<file path="src/hw/rtl/stepper_ramp_step_generator_assert.svh">
// Assertion macros for the stepper ramp step generator
`ifndef STEPPER_RAMP_STEP_GENERATOR_ASSERT_SVH
`define STEPPER_RAMP_STEP_GENERATOR_ASSERT_SVH
`ifndef SYNTH
`define SRSG_ASSERT_IMPL(label, clk, rst, ante, cons) \
   label: assert property (@(posedge clk) disable iff (rst) (ante) |-> (cons)) \
      else $error("assertion failed");
`define SRSG_ASSERT_NEXT(label, clk, rst, ante, cons) \
   label: assert property (@(posedge clk) disable iff (rst) (ante) |=> (cons)) \
      else $error("assertion failed");
`else
`define SRSG_ASSERT_IMPL(label, clk, rst, ante, cons)
`define SRSG_ASSERT_NEXT(label, clk, rst, ante, cons)
`endif
`endif

</file>
<file path="src/hw/rtl/srsg_pkg.sv">
// Shared types and constants of the stepper ramp step generator
package srsg_pkg;
   localparam int unsigned TICK_FREQ_CONST = 256000000;
   localparam int unsigned POS_WIDTH = 24;
   localparam int unsigned FREQ_W = 32;
   localparam int unsigned CSR_IDX_W = 3;
   localparam int unsigned CSR_DATA_W = 32;
   localparam int unsigned RAMP_W = 24;
   localparam int unsigned BRAKE_MARGIN = 10;

   localparam logic [CSR_IDX_W-1:0] CSR_FREQ_REQUEST = 3'd0;
   localparam logic [CSR_IDX_W-1:0] CSR_FREQ_MINIMUM = 3'd1;
   localparam logic [CSR_IDX_W-1:0] CSR_ACCEL_RATE = 3'd2;
   localparam logic [CSR_IDX_W-1:0] CSR_PULSE_HIGH = 3'd3;
   localparam logic [CSR_IDX_W-1:0] CSR_TRAVEL_MIN = 3'd4;
   localparam logic [CSR_IDX_W-1:0] CSR_TRAVEL_MAX = 3'd5;

   localparam logic [1:0] MODE_JOG = 2'd0;
   localparam logic [1:0] MODE_TARGET = 2'd1;
   localparam logic [1:0] MODE_HOME = 2'd2;

   localparam logic [1:0] HOME_SEEK = 2'd0;
   localparam logic [1:0] HOME_BRAKE = 2'd1;
   localparam logic [1:0] HOME_BACKOFF = 2'd2;
   localparam logic [1:0] HOME_IDLE = 2'd3;

   typedef struct packed {
      logic [1:0] mode;
      logic signed [23:0] target_pos;
      logic jog_enable;
      logic jog_dir;
      logic home_sensor;
   } req_type;

   typedef struct packed {
      logic step_level;
      logic dir_level;
      logic [31:0] next_interval;
      logic signed [23:0] position;
      logic homed;
      logic move_done;
   } rsp_type;
endpackage

</file>
<file path="src/hw/rtl/srsg_stream_if.sv">
// Valid/ready channel interface
interface srsg_stream_if #(parameter type PAYLOAD_TYPE = logic);
   logic valid;
   logic ready;
   PAYLOAD_TYPE payload;
   modport source (output valid, output payload, input ready);
   modport sink (input valid, input payload, output ready);
endinterface

</file>
<file path="src/hw/rtl/stepper_ramp_step_generator.sv">
// Stepper ramp step generator: trapezoidal ramp planner with bit-serial arithmetic
//  channel | dir | handshake       | payload
//  req     | in  | valid/ready     | mode, target_pos, jog_enable, jog_dir, home_sensor
//  rsp     | out | valid/ready     | step_level, dir_level, next_interval, position, ...
//  csr     | in  | write enable    | index, 32-bit data
// One transaction at a time. For a high-phase event or a step without retiming, the result
// goes from planning straight to the output stage; a period-only recompute adds a divide,
// and a frequency change adds a shift-add product, then a divide.
// Reset is synchronous; it loads the default registers and runs a divide
// for the initial period before the first transaction is accepted.
// A stalled result holds in the output register; the next transaction is taken and
// planned meanwhile and waits in the output stage until the register is free.
module stepper_ramp_step_generator #(
   parameter int unsigned TickFreq = srsg_pkg::TICK_FREQ_CONST
) (
   input logic clock,
   input logic reset,
   srsg_stream_if.sink req,
   srsg_stream_if.source rsp,
   input logic csr_write_enable,
   input logic [srsg_pkg::CSR_IDX_W-1:0] csr_index,
   input logic [srsg_pkg::CSR_DATA_W-1:0] csr_write_data
);
   typedef enum logic [5:0] {
      ST_IDLE = 6'b000001,
      ST_PLAN = 6'b000010,
      ST_MUL  = 6'b000100,
      ST_APPLY = 6'b001000,
      ST_DIV  = 6'b010000,
      ST_OUT  = 6'b100000
   } state_type;

   // frequency update applied after the product
   localparam logic [2:0] OP_NONE = 3'd0;
   localparam logic [2:0] OP_SPEED_UP = 3'd1;
   localparam logic [2:0] OP_BRAKE_MIN = 3'd2;
   localparam logic [2:0] OP_SLOW_FLOOR = 3'd3;
   localparam logic [2:0] OP_SLOW_TO_REQ = 3'd4;
   localparam logic [2:0] OP_SLOW_JUMP = 3'd5;

   localparam logic [31:0] TICK_K = 32'(TickFreq);

   state_type state_ff, state_in;
   logic [31:0] freq_req_ff, freq_min_ff;
   logic [15:0] accel_ff, pulse_hi_ff;
   logic signed [23:0] tmin_ff, tmax_ff;

   logic phase_ff, phase_in;
   logic [31:0] freq_ff, freq_in;
   logic [31:0] period_ff, period_in;
   logic [31:0] low_ff, low_in;
   logic [23:0] ramp_ff, ramp_in;
   logic [23:0] pos_ff, pos_in;
   logic mdir_ff, mdir_in, dpin_ff, dpin_in;
   logic [1:0] hstage_ff, hstage_in;
   logic hdone_ff, hdone_in;

   srsg_pkg::req_type item_ff, item_in;
   // op: speed up, brake to min, slow with floor but no ramp count, jog slowdown to req,
   //     jog slowdown with jump to req
   logic [2:0] op_ff, op_in;
   logic retime_ff, retime_in;
   logic stepped_ff, stepped_in, stopped_ff, stopped_in, done_ff, done_in;
   logic advance_ff, advance_in;

   logic [47:0] prod_ff, prod_in;
   logic [31:0] mcand_ff, mcand_in;
   logic [15:0] mplier_ff, mplier_in;
   logic [5:0] cnt_ff, cnt_in;
   logic [32:0] rem_ff, rem_in;
   logic [31:0] quo_ff, quo_in;
   logic [31:0] dvsr_ff, dvsr_in;

   srsg_pkg::rsp_type rsp_ff, rsp_in;
   logic rsp_valid_ff, rsp_valid_in;

   logic signed [25:0] pos_s, tgt_s, dist_s, reach_s;
   logic signed [25:0] tmin_s, tmax_s;
   logic [32:0] rem_sh;
   logic [48:0] fsum;

   assign req.ready = (state_ff == ST_IDLE);
   assign rsp.valid = rsp_valid_ff;
   assign rsp.payload = rsp_ff;

   always_comb begin
      state_in = state_ff;
      phase_in = phase_ff; freq_in = freq_ff; period_in = period_ff; low_in = low_ff;
      ramp_in = ramp_ff; pos_in = pos_ff; mdir_in = mdir_ff; dpin_in = dpin_ff;
      hstage_in = hstage_ff; hdone_in = hdone_ff;
      item_in = item_ff; op_in = op_ff; retime_in = retime_ff;
      stepped_in = stepped_ff; stopped_in = stopped_ff; done_in = done_ff;
      advance_in = advance_ff;
      prod_in = prod_ff; mcand_in = mcand_ff; mplier_in = mplier_ff; cnt_in = cnt_ff;
      rem_in = rem_ff; quo_in = quo_ff; dvsr_in = dvsr_ff;
      rsp_in = rsp_ff; rsp_valid_in = rsp_valid_ff;
      pos_s = 26'(signed'(pos_ff));
      tgt_s = 26'(item_ff.target_pos);
      tmin_s = 26'(tmin_ff);
      tmax_s = 26'(tmax_ff);
      reach_s = signed'({2'b00, ramp_ff}) + 26'sd10;
      dist_s = '0;
      rem_sh = {rem_ff[31:0], quo_ff[31]};
      fsum = {17'd0, freq_ff} + {1'b0, prod_ff};
      if (rsp_valid_ff && rsp.ready) rsp_valid_in = 1'b0;
      case (state_ff)
         ST_IDLE: begin
            if (req.valid) begin
               item_in = req.payload;
               state_in = ST_PLAN;
            end
         end
         ST_PLAN: begin
            op_in = OP_NONE; retime_in = 1'b0; stepped_in = 1'b0; stopped_in = 1'b0;
            done_in = 1'b0; advance_in = 1'b0;
            state_in = ST_OUT;
            if (phase_ff) begin
               phase_in = 1'b0;
            end else if (item_ff.mode == srsg_pkg::MODE_HOME && !hdone_ff) begin
               case (hstage_ff)
                  srsg_pkg::HOME_SEEK: begin
                     dpin_in = 1'b1;
                     if (item_ff.home_sensor) hstage_in = srsg_pkg::HOME_BRAKE;
                     else begin
                        stepped_in = 1'b1;
                        if (freq_ff < freq_req_ff) begin
                           op_in = OP_SPEED_UP; retime_in = 1'b1;
                        end
                     end
                  end
                  srsg_pkg::HOME_BRAKE: begin
                     if (freq_ff <= freq_min_ff) begin
                        dpin_in = 1'b0; hstage_in = srsg_pkg::HOME_BACKOFF;
                     end else begin
                        stepped_in = 1'b1; op_in = OP_SLOW_FLOOR; retime_in = 1'b1;
                     end
                  end
                  srsg_pkg::HOME_BACKOFF: begin
                     if (!item_ff.home_sensor) begin
                        dpin_in = 1'b0; hstage_in = srsg_pkg::HOME_IDLE;
                        pos_in = tmax_ff; mdir_in = 1'b0; hdone_in = 1'b1; done_in = 1'b1;
                     end else stepped_in = 1'b1;
                  end
                  default: ;
               endcase
            end else if (item_ff.mode == srsg_pkg::MODE_TARGET) begin
               if (tgt_s < tmin_s) tgt_s = tmin_s;
               if (tgt_s > tmax_s) tgt_s = tmax_s;
               if (tgt_s == pos_s) done_in = 1'b1;
               else begin
                  stepped_in = 1'b1; advance_in = 1'b1;
                  if ((tgt_s < pos_s && mdir_ff) || (tgt_s > pos_s && !mdir_ff)) begin
                     if (freq_ff > freq_min_ff) begin
                        op_in = OP_BRAKE_MIN; retime_in = 1'b1;
                     end else begin mdir_in = !mdir_ff; dpin_in = !mdir_ff; end
                  end else begin
                     dist_s = (pos_s > tgt_s) ? pos_s - tgt_s : tgt_s - pos_s;
                     if (dist_s <= reach_s) begin
                        op_in = OP_BRAKE_MIN; retime_in = 1'b1;
                     end else if (freq_ff < freq_req_ff) begin
                        op_in = OP_SPEED_UP; retime_in = 1'b1;
                     end
                  end
               end
            end else begin
               if ((!item_ff.jog_enable && freq_ff <= freq_min_ff) ||
                   (pos_s <= tmin_s && !item_ff.jog_dir) ||
                   (pos_s >= tmax_s && item_ff.jog_dir)) begin
                  stopped_in = 1'b1; retime_in = 1'b1;
               end else begin
                  stepped_in = 1'b1; advance_in = 1'b1;
                  if (!item_ff.jog_enable) begin op_in = OP_BRAKE_MIN; retime_in = 1'b1; end
                  else if (mdir_ff != item_ff.jog_dir) begin
                     if (freq_ff > freq_min_ff) begin
                        op_in = OP_BRAKE_MIN; retime_in = 1'b1;
                     end else begin mdir_in = item_ff.jog_dir; dpin_in = item_ff.jog_dir; end
                  end else if ((pos_s - reach_s < tmin_s && !item_ff.jog_dir) ||
                               (pos_s + reach_s > tmax_s && item_ff.jog_dir)) begin
                     op_in = OP_BRAKE_MIN; retime_in = 1'b1;
                  end else if (freq_req_ff < freq_min_ff) begin
                     if (freq_ff > freq_min_ff) begin
                        op_in = OP_SLOW_JUMP; retime_in = 1'b1;
                     end
                  end else if (freq_ff < freq_req_ff) begin
                     op_in = OP_SPEED_UP; retime_in = 1'b1;
                  end else if (freq_ff > freq_req_ff) begin
                     op_in = OP_SLOW_TO_REQ; retime_in = 1'b1;
                  end
               end
            end
            if (op_in != OP_NONE) begin
               prod_in = '0; mcand_in = period_ff; mplier_in = accel_ff; cnt_in = 6'd16;
               state_in = ST_MUL;
            end else if (retime_in) begin
               dvsr_in = stopped_in ? freq_min_ff : freq_ff;
               rem_in = '0; quo_in = TICK_K; cnt_in = 6'd32; state_in = ST_DIV;
            end
         end
         ST_MUL: begin
            // shift-add, one multiplier bit per cycle, msb first
            prod_in = {prod_ff[46:0], 1'b0} + (mplier_ff[15] ? {16'd0, mcand_ff} : 48'd0);
            mplier_in = {mplier_ff[14:0], 1'b0};
            cnt_in = cnt_ff - 6'd1;
            if (cnt_ff == 6'd1) state_in = ST_APPLY;
         end
         ST_APPLY: begin
            case (op_ff)
               OP_SPEED_UP: begin
                  freq_in = (fsum > {17'd0, freq_req_ff}) ? freq_req_ff : fsum[31:0];
                  if (item_ff.mode == srsg_pkg::MODE_TARGET || (item_ff.mode != srsg_pkg::MODE_HOME)
                      || hdone_ff) begin
                     if (ramp_ff != 24'hFFFFFF) ramp_in = ramp_ff + 24'd1;
                  end
               end
               default: begin
                  freq_in = ({16'd0, freq_ff} <= prod_ff) ? 32'd0 : freq_ff - prod_ff[31:0];
                  if (op_ff inside {OP_BRAKE_MIN, OP_SLOW_FLOOR}) begin
                     if (freq_in < freq_min_ff) freq_in = freq_min_ff;
                  end else if (op_ff == OP_SLOW_JUMP) begin
                     if (freq_in <= freq_min_ff) freq_in = freq_req_ff;
                  end else begin
                     if (freq_in < freq_req_ff) freq_in = freq_req_ff;
                  end
                  if (op_ff != OP_SLOW_FLOOR && ramp_ff != 24'd0) ramp_in = ramp_ff - 24'd1;
               end
            endcase
            dvsr_in = freq_in;
            rem_in = '0; quo_in = TICK_K; cnt_in = 6'd32; state_in = ST_DIV;
         end
         ST_DIV: begin
            // restoring divide, one quotient bit per cycle
            if (rem_sh >= {1'b0, dvsr_ff}) begin
               rem_in = rem_sh - {1'b0, dvsr_ff}; quo_in = {quo_ff[30:0], 1'b1};
            end else begin
               rem_in = rem_sh; quo_in = {quo_ff[30:0], 1'b0};
            end
            cnt_in = cnt_ff - 6'd1;
            if (cnt_ff == 6'd1) begin
               period_in = (dvsr_ff == 32'd0) ? 32'hFFFFFFFF : quo_in;
               if (!stopped_ff)
                  low_in = (period_in > {16'd0, pulse_hi_ff}) ?
                           period_in - {16'd0, pulse_hi_ff} : 32'd0;
               // the divide after reset only sets up the period; it gives no result
               state_in = retime_ff ? ST_OUT : ST_IDLE;
            end
         end
         ST_OUT: begin
            // hold until the output register is free
            if (!rsp_valid_ff || rsp.ready) begin
               if (advance_ff) pos_in = mdir_ff ? pos_ff + 24'd1 : pos_ff - 24'd1;
               if (stepped_ff) phase_in = 1'b1;
               rsp_in.step_level = stepped_ff;
               rsp_in.dir_level = dpin_ff;
               rsp_in.next_interval = stepped_ff ? {16'd0, pulse_hi_ff} :
                                      (stopped_ff ? period_ff : low_ff);
               rsp_in.position = signed'(pos_in);
               rsp_in.homed = hdone_ff;
               rsp_in.move_done = done_ff;
               rsp_valid_in = 1'b1;
               stepped_in = 1'b0;
               state_in = ST_IDLE;
            end
         end
         default: state_in = ST_IDLE;
      endcase
   end

   always_ff @(posedge clock) begin
      if (reset) begin
         state_ff <= ST_DIV;
         freq_req_ff <= 32'd25600; freq_min_ff <= 32'd2560;
         accel_ff <= 16'd16; pulse_hi_ff <= 16'd10;
         tmin_ff <= 24'sd0; tmax_ff <= 24'sd100000;
         phase_ff <= 1'b0; freq_ff <= 32'd2560; ramp_ff <= '0; pos_ff <= '0;
         mdir_ff <= 1'b1; dpin_ff <= 1'b1; hstage_ff <= srsg_pkg::HOME_SEEK;
         hdone_ff <= 1'b0; rsp_valid_ff <= 1'b0;
         stopped_ff <= 1'b0; stepped_ff <= 1'b0; advance_ff <= 1'b0; done_ff <= 1'b0;
         dvsr_ff <= 32'd2560; rem_ff <= '0; quo_ff <= TICK_K; cnt_ff <= 6'd32;
         op_ff <= OP_NONE; retime_ff <= 1'b0;
      end else begin
         state_ff <= state_in;
         phase_ff <= phase_in; freq_ff <= freq_in; ramp_ff <= ramp_in; pos_ff <= pos_in;
         mdir_ff <= mdir_in; dpin_ff <= dpin_in; hstage_ff <= hstage_in; hdone_ff <= hdone_in;
         rsp_valid_ff <= rsp_valid_in;
         stopped_ff <= stopped_in; stepped_ff <= stepped_in; advance_ff <= advance_in;
         done_ff <= done_in; dvsr_ff <= dvsr_in; rem_ff <= rem_in; quo_ff <= quo_in;
         cnt_ff <= cnt_in; op_ff <= op_in; retime_ff <= retime_in;
         if (csr_write_enable) begin
            case (csr_index)
               srsg_pkg::CSR_FREQ_REQUEST: freq_req_ff <= csr_write_data;
               srsg_pkg::CSR_FREQ_MINIMUM: freq_min_ff <= csr_write_data;
               srsg_pkg::CSR_ACCEL_RATE: accel_ff <= csr_write_data[15:0];
               srsg_pkg::CSR_PULSE_HIGH: pulse_hi_ff <= csr_write_data[15:0];
               srsg_pkg::CSR_TRAVEL_MIN: tmin_ff <= signed'(csr_write_data[23:0]);
               srsg_pkg::CSR_TRAVEL_MAX: tmax_ff <= signed'(csr_write_data[23:0]);
               default: ;
            endcase
         end
      end
      period_ff <= reset ? 32'd100000 : period_in;
      low_ff <= reset ? 32'd99990 : low_in;
      item_ff <= item_in; prod_ff <= prod_in; mcand_ff <= mcand_in; mplier_ff <= mplier_in;
      rsp_ff <= rsp_in;
   end

`include "stepper_ramp_step_generator_assert.svh"
   `SRSG_ASSERT_IMPL(a_ready_only_idle, clock, reset, req.ready, state_ff == ST_IDLE)
   `SRSG_ASSERT_NEXT(a_accept_plans, clock, reset, req.valid && req.ready, state_ff == ST_PLAN)
   `SRSG_ASSERT_NEXT(a_out_gives_rsp, clock, reset, state_ff == ST_OUT, rsp_valid_ff)
endmodule
</file>
<file path="src/flat_wrapper.sv">
// flat-port wrapper written by rule: the top's interface ports become plain ports
module stepper_ramp_step_generator_flat 
#(
   parameter int unsigned TickFreq = srsg_pkg::TICK_FREQ_CONST
)
  (clock, reset, csr_write_enable, csr_index, csr_write_data, req_valid, req_payload, req_ready, rsp_valid, rsp_payload, rsp_ready);
  srsg_stream_if req_i ();
  srsg_stream_if rsp_i ();
  input logic clock;
  input logic reset;
  input logic csr_write_enable;
  input logic [srsg_pkg::CSR_IDX_W-1:0] csr_index;
  input logic [srsg_pkg::CSR_DATA_W-1:0] csr_write_data;
  input wire logic [$bits(req_i.valid)-1:0] req_valid;
  input wire logic [$bits(req_i.payload)-1:0] req_payload;
  output wire logic [$bits(req_i.ready)-1:0] req_ready;
  output wire logic [$bits(rsp_i.valid)-1:0] rsp_valid;
  output wire logic [$bits(rsp_i.payload)-1:0] rsp_payload;
  input wire logic [$bits(rsp_i.ready)-1:0] rsp_ready;
  assign req_i.valid = req_valid;
  assign req_i.payload = req_payload;
  assign req_ready = req_i.ready;
  assign rsp_valid = rsp_i.valid;
  assign rsp_payload = rsp_i.payload;
  assign rsp_i.ready = rsp_ready;
  stepper_ramp_step_generator #(.TickFreq(TickFreq)) u_core (.clock(clock), .reset(reset), .req(req_i), .rsp(rsp_i), .csr_write_enable(csr_write_enable), .csr_index(csr_index), .csr_write_data(csr_write_data));
endmodule
</file>
<file path="config.mk">
export PLATFORM = sky130hd
export DESIGN_NAME = stepper_ramp_step_generator_flat
export DESIGN_NICKNAME = d
export VERILOG_FILES = /design/src/hw/rtl/srsg_pkg.sv /design/src/hw/rtl/srsg_stream_if.sv /design/src/hw/rtl/stepper_ramp_step_generator.sv /design/src/flat_wrapper.sv
export VERILOG_INCLUDE_DIRS = /design/src /design/src/hw/rtl
export SDC_FILE = /design/constraint.sdc
export NUM_CORES = 1
export LEC_CHECK = 0
export BUFFER_PORTS_ARGS = -buffer_cell sky130_fd_sc_hd__buf_4
export CAP_MARGIN = 20
export CORE_ASPECT_RATIO = 0.6
export CORE_MARGIN = 2
export CORE_UTILIZATION = 24
export CTS_CLUSTER_SIZE = 20
export DETAILED_ROUTE_END_ITERATION = 10
export PLACE_DENSITY_LB_ADDON = 0.15
export REMOVE_ABC_BUFFERS = 1
export SKIP_LAST_GASP = 1
export SLEW_MARGIN = 0
export SYNTH_ARGS = -nofsm -noshare
export SYNTH_HDL_FRONTEND = slang
export SYNTH_SLANG_ARGS = --single-unit
</file>
<file path="constraint.sdc">
create_clock -name clock -period 7 [get_ports clock]
set_input_delay 0.35 -clock clock [delete_from_list [all_inputs] [get_ports clock]]
set_output_delay 0.35 -clock clock [all_outputs]
set_load 0.02 [all_outputs]
</file>
==> impl_metrics.env <==
export IMPL_status="complete, no violations"
export IMPL_core_um2=101000
export IMPL_seqCellArea_um2=8990
export IMPL_worst_setup_path_type="reg2reg"
export IMPL_cpPeakStageDelay_ps=700
export IMPL_postSynthCellCount=2994
export IMPL_worst_pin_slew_ps=1120
export IMPL_async_flop_share=0
export IMPL_synth_cell_types=87
export IMPL_cts_post_setup_buffers_inserted=0
export IMPL_setup_tns_ps=0
export IMPL_start_util=0.243
export IMPL_clk_pin_slew_worst_paths_ps=60
export IMPL_nets=3268
export IMPL_drc=0
export IMPL_area_growth_syn_to_layout_pct=15.1
export IMPL_finalSetupViolations=0
export IMPL_routedWlPerCell_um=19.5
export IMPL_pin_count=44
export IMPL_fp_dieW_um=416
export IMPL_crit_chain="nor4_1 > and4_1 > a21boi_0 > nand4b_1 > o311a_1 > buf_12 > a211oi_1 > ha_1 > a21oi_1 > nor2_1 > a211oi_1 > o311a_1 > a41oi_1 > nor2_4 > buf_12 > mux2_2 > nand2_1 > o21ai_0 > a22o_1"
export IMPL_yosys_area_top_type="dfxtp_1"
export IMPL_met1Wirelength_um=49700
export IMPL_top_layer="met4"
export IMPL_multi_input_area_um2=14300
export IMPL_drv_slew=0
export IMPL_cts_sinks=401
export IMPL_synthTopCellsByCount="nand2_1, dfxtp_1, a21oi_1"
export IMPL_post_synth_top_count_cell="nand2_1"
export IMPL_grt_pass1_wl_um=129000
export IMPL_yosysWarnings=0
export IMPL_grt_overflow=0
export IMPL_clockBufferDepth=3
export IMPL_relSlewSlack=0.245
export IMPL_vias=21374
export IMPL_clock_latency_ps=610
export IMPL_crit_required_ps=7480
export IMPL_synth_edf_count=96
export IMPL_hpwl_um=63900
export IMPL_ys_seq_area_frac=0.367
export IMPL_drt_initial_drc_count=1675
export IMPL_maxCapViolCount=0
export IMPL_synthFlopType="dfxtp_1"
export IMPL_fmax_ghz=0.152
export IMPL_viasPerCell=4.88
export IMPL_power_density_nw_per_um2=234
export IMPL_place_gp_congestion=0.888
export IMPL_fill_cells=10890
export IMPL_grt_pass1_vias=19999
export IMPL_rsz0062_at_grt="false"
export IMPL_cp_start_kind="register"
export IMPL_cts_root_buf="clkbuf_16"
export IMPL_ys_seq_elements=401
export IMPL_p_leak_nw=10.9
export IMPL_period_needed_ps=6580
export IMPL_die_area_um2=105000
export IMPL_synth_top_area_share=0.250
export IMPL_totalWireLength_um=85300
export IMPL_cts_tree="built"
export IMPL_rows=90
export IMPL_finalCritPeriodShare=0.941
export IMPL_rrSetupSlack_ps=420
export IMPL_grt_max_degree=100
export IMPL_cp_slowest_cell="a21boi_0"
export IMPL_peakVddDrop_mv=0.141
export IMPL_port_buffers=41
export IMPL_hold_path_class="in2reg"
export IMPL_cts_max_level=2
export IMPL_synth_area_um2=24500
export IMPL_critPathCaptureType="register"
export IMPL_synth_area_leaders="dfxtp_1, edfxtp_1, ha_1, nand2_1, a21oi_1"
export IMPL_groute_usage_overall=0.160
export IMPL_fp_dieH_um=251
export IMPL_cp_max_fo=43
export IMPL_wl_met2_um=29900
export IMPL_synth_avg_cell_area_um2=8.17
export IMPL_antenna_left=0
export IMPL_crit_arrival_ps=7060
export IMPL_skew_ps=34.9
export IMPL_final_util=0.279
export IMPL_drive_above_1_share=0.0717
export IMPL_antenna_found_initial=2
export IMPL_finalHoldViolations=0
export IMPL_cts_buffers=44
export IMPL_firstDrtPassIters=6
export IMPL_wl_met3_um=4820
## final timing paths
check / startpoint / to / depth (start not counted)
hold / removal: csr_write_data[7] / u_core.freq_min_ff[7] / 3
hold reg to reg: u_core.period_ff[0] / u_core.mcand_ff[0] / 0
setup reg to reg: u_core.prod_ff[34] / u_core.dvsr_ff[16] / 19
setup / recovery: u_core.prod_ff[34] / u_core.dvsr_ff[16] / 19
## sequential cells by signal (all words and copies together), names as in the netlist, 16 cells and up
name                cells
u_core.prod_ff         48
u_core.dvsr_ff         32
u_core.freq_ff         32
u_core.freq_min_ff     32
u_core.freq_req_ff     32
u_core.mcand_ff        32
u_core.period_ff       32
u_core.quo_ff          32
u_core.rem_ff          32
u_core.pos_ff          24
u_core.tmin_ff         24
u_core.accel_ff        16
u_core.mplier_ff       16
## where the power goes
| group | internal (mW) | total [mW] | switching, mW | leakage (nW) |
|---|---|---|---|---|
| logic | 0.509 | 1.44 | 0.936 | 6.73 |
| clock network | 1.51 | 2.59 | 1.08 | 0.760 |
| registers | 2.47 | 2.56 | 0.0943 | 3.43 |
## metal layers
layer,track usage,vias up
met3,0.0302,75
met5,0,-
li1,-,10734
met4,0.0234,0
met1,0.272,10088
met2,0.200,477
## through the flow
stage          setup WS [ps]  cell area, um^2  std cells  total power, mW  hold WS [ps]
2_1_floorplan            152            23900       2855             3.51           409
3_3_place_gp             654            26400       4281             4.05           415
3_5_place_dp             604            26400       4281             4.03           414
4_1_cts                  534            28100       4375             6.67         0.151
5_1_grt                  121            28200       4376             6.92          9.82
6_report                 415            28200       4377             6.60          29.9
## cell type report
cell class                      count  area share
Antenna cell                        1   0.0000888
Clock buffer                       59      0.0455
Clock inverter                     21     0.00991
Inverter                          184      0.0245
Multi-Input combinational cell   2270       0.509
Sequential cell                   401       0.319
Tap cell                         1334      0.0593
Timing Repair Buffer              107      0.0323
## worst max-delay path, delay by kind of cell (launching register included)
| kind | cells | cell delay, ps |
|---|---|---|
| flip-flops | 1 | 480 |
| AND/OR/NAND/NOR | 6 | 1620 |
| AO/OA/AOI/OAI | 9 | 3180 |
| multiplexers | 1 | 350 |
| adder cells (fa/ha/maj) | 1 | 380 |
| buffers and inverters | 2 | 400 |
## cell usage in the layout, fill, tap and decap left out, types with 10 or more instances in the layout
master / instances
clkbuf_16: 48
nor2_1: 297
mux2i_1: 25
o31a_1: 11
inv_1: 184
nand2_1: 406
and3_1: 25
nand3b_1: 10
a21o_1: 68
a22oi_1: 36
o2bb2ai_1: 14
dlygate4sd3_1: 14
nor4_1: 21
edfxtp_1: 96
buf_4: 86
and2_1: 45
nand3_1: 59
nand4_1: 49
nor3_1: 80
xnor2_1: 47
dfxtp_1: 304
a21oi_1: 303
or3_1: 14
a22o_1: 10
a211oi_1: 34
o21a_1: 21
o31ai_1: 17
mux2_2: 16
nor2b_1: 27
o211ai_1: 28
o22ai_1: 19
o21ai_0: 126
o21bai_1: 13
ha_1: 216
nand2b_1: 38
a31oi_1: 12
xor2_1: 42
## timing repair
item,in CTS,in global routing
gates resized for setup,0,2
endpoints found under the setup margin,0,3
hold buffers,14,0
endpoints found under the hold margin,28,0
## cells by family (layout without fill, tap and decap cells)
| logic type | Yosys count | count (layout) | share of synthesized area |
|---|---|---|---|
| muxes | 41 | 41 | 0.0176 |
| adders and majority gates | 219 | 219 | 0.113 |
| buffers and inverters | 323 | 371 | 0.0515 |
| other | 1 | 2 | 0.000153 |
| AOI/OAI and AO/OA | 798 | 798 | 0.207 |
| xor gates and xnor gates | 89 | 89 | 0.0319 |
| DFF | 401 | 401 | 0.367 |
| and+or+nand+nor | 1122 | 1122 | 0.212 |
(Power assumes the default switching activity.)
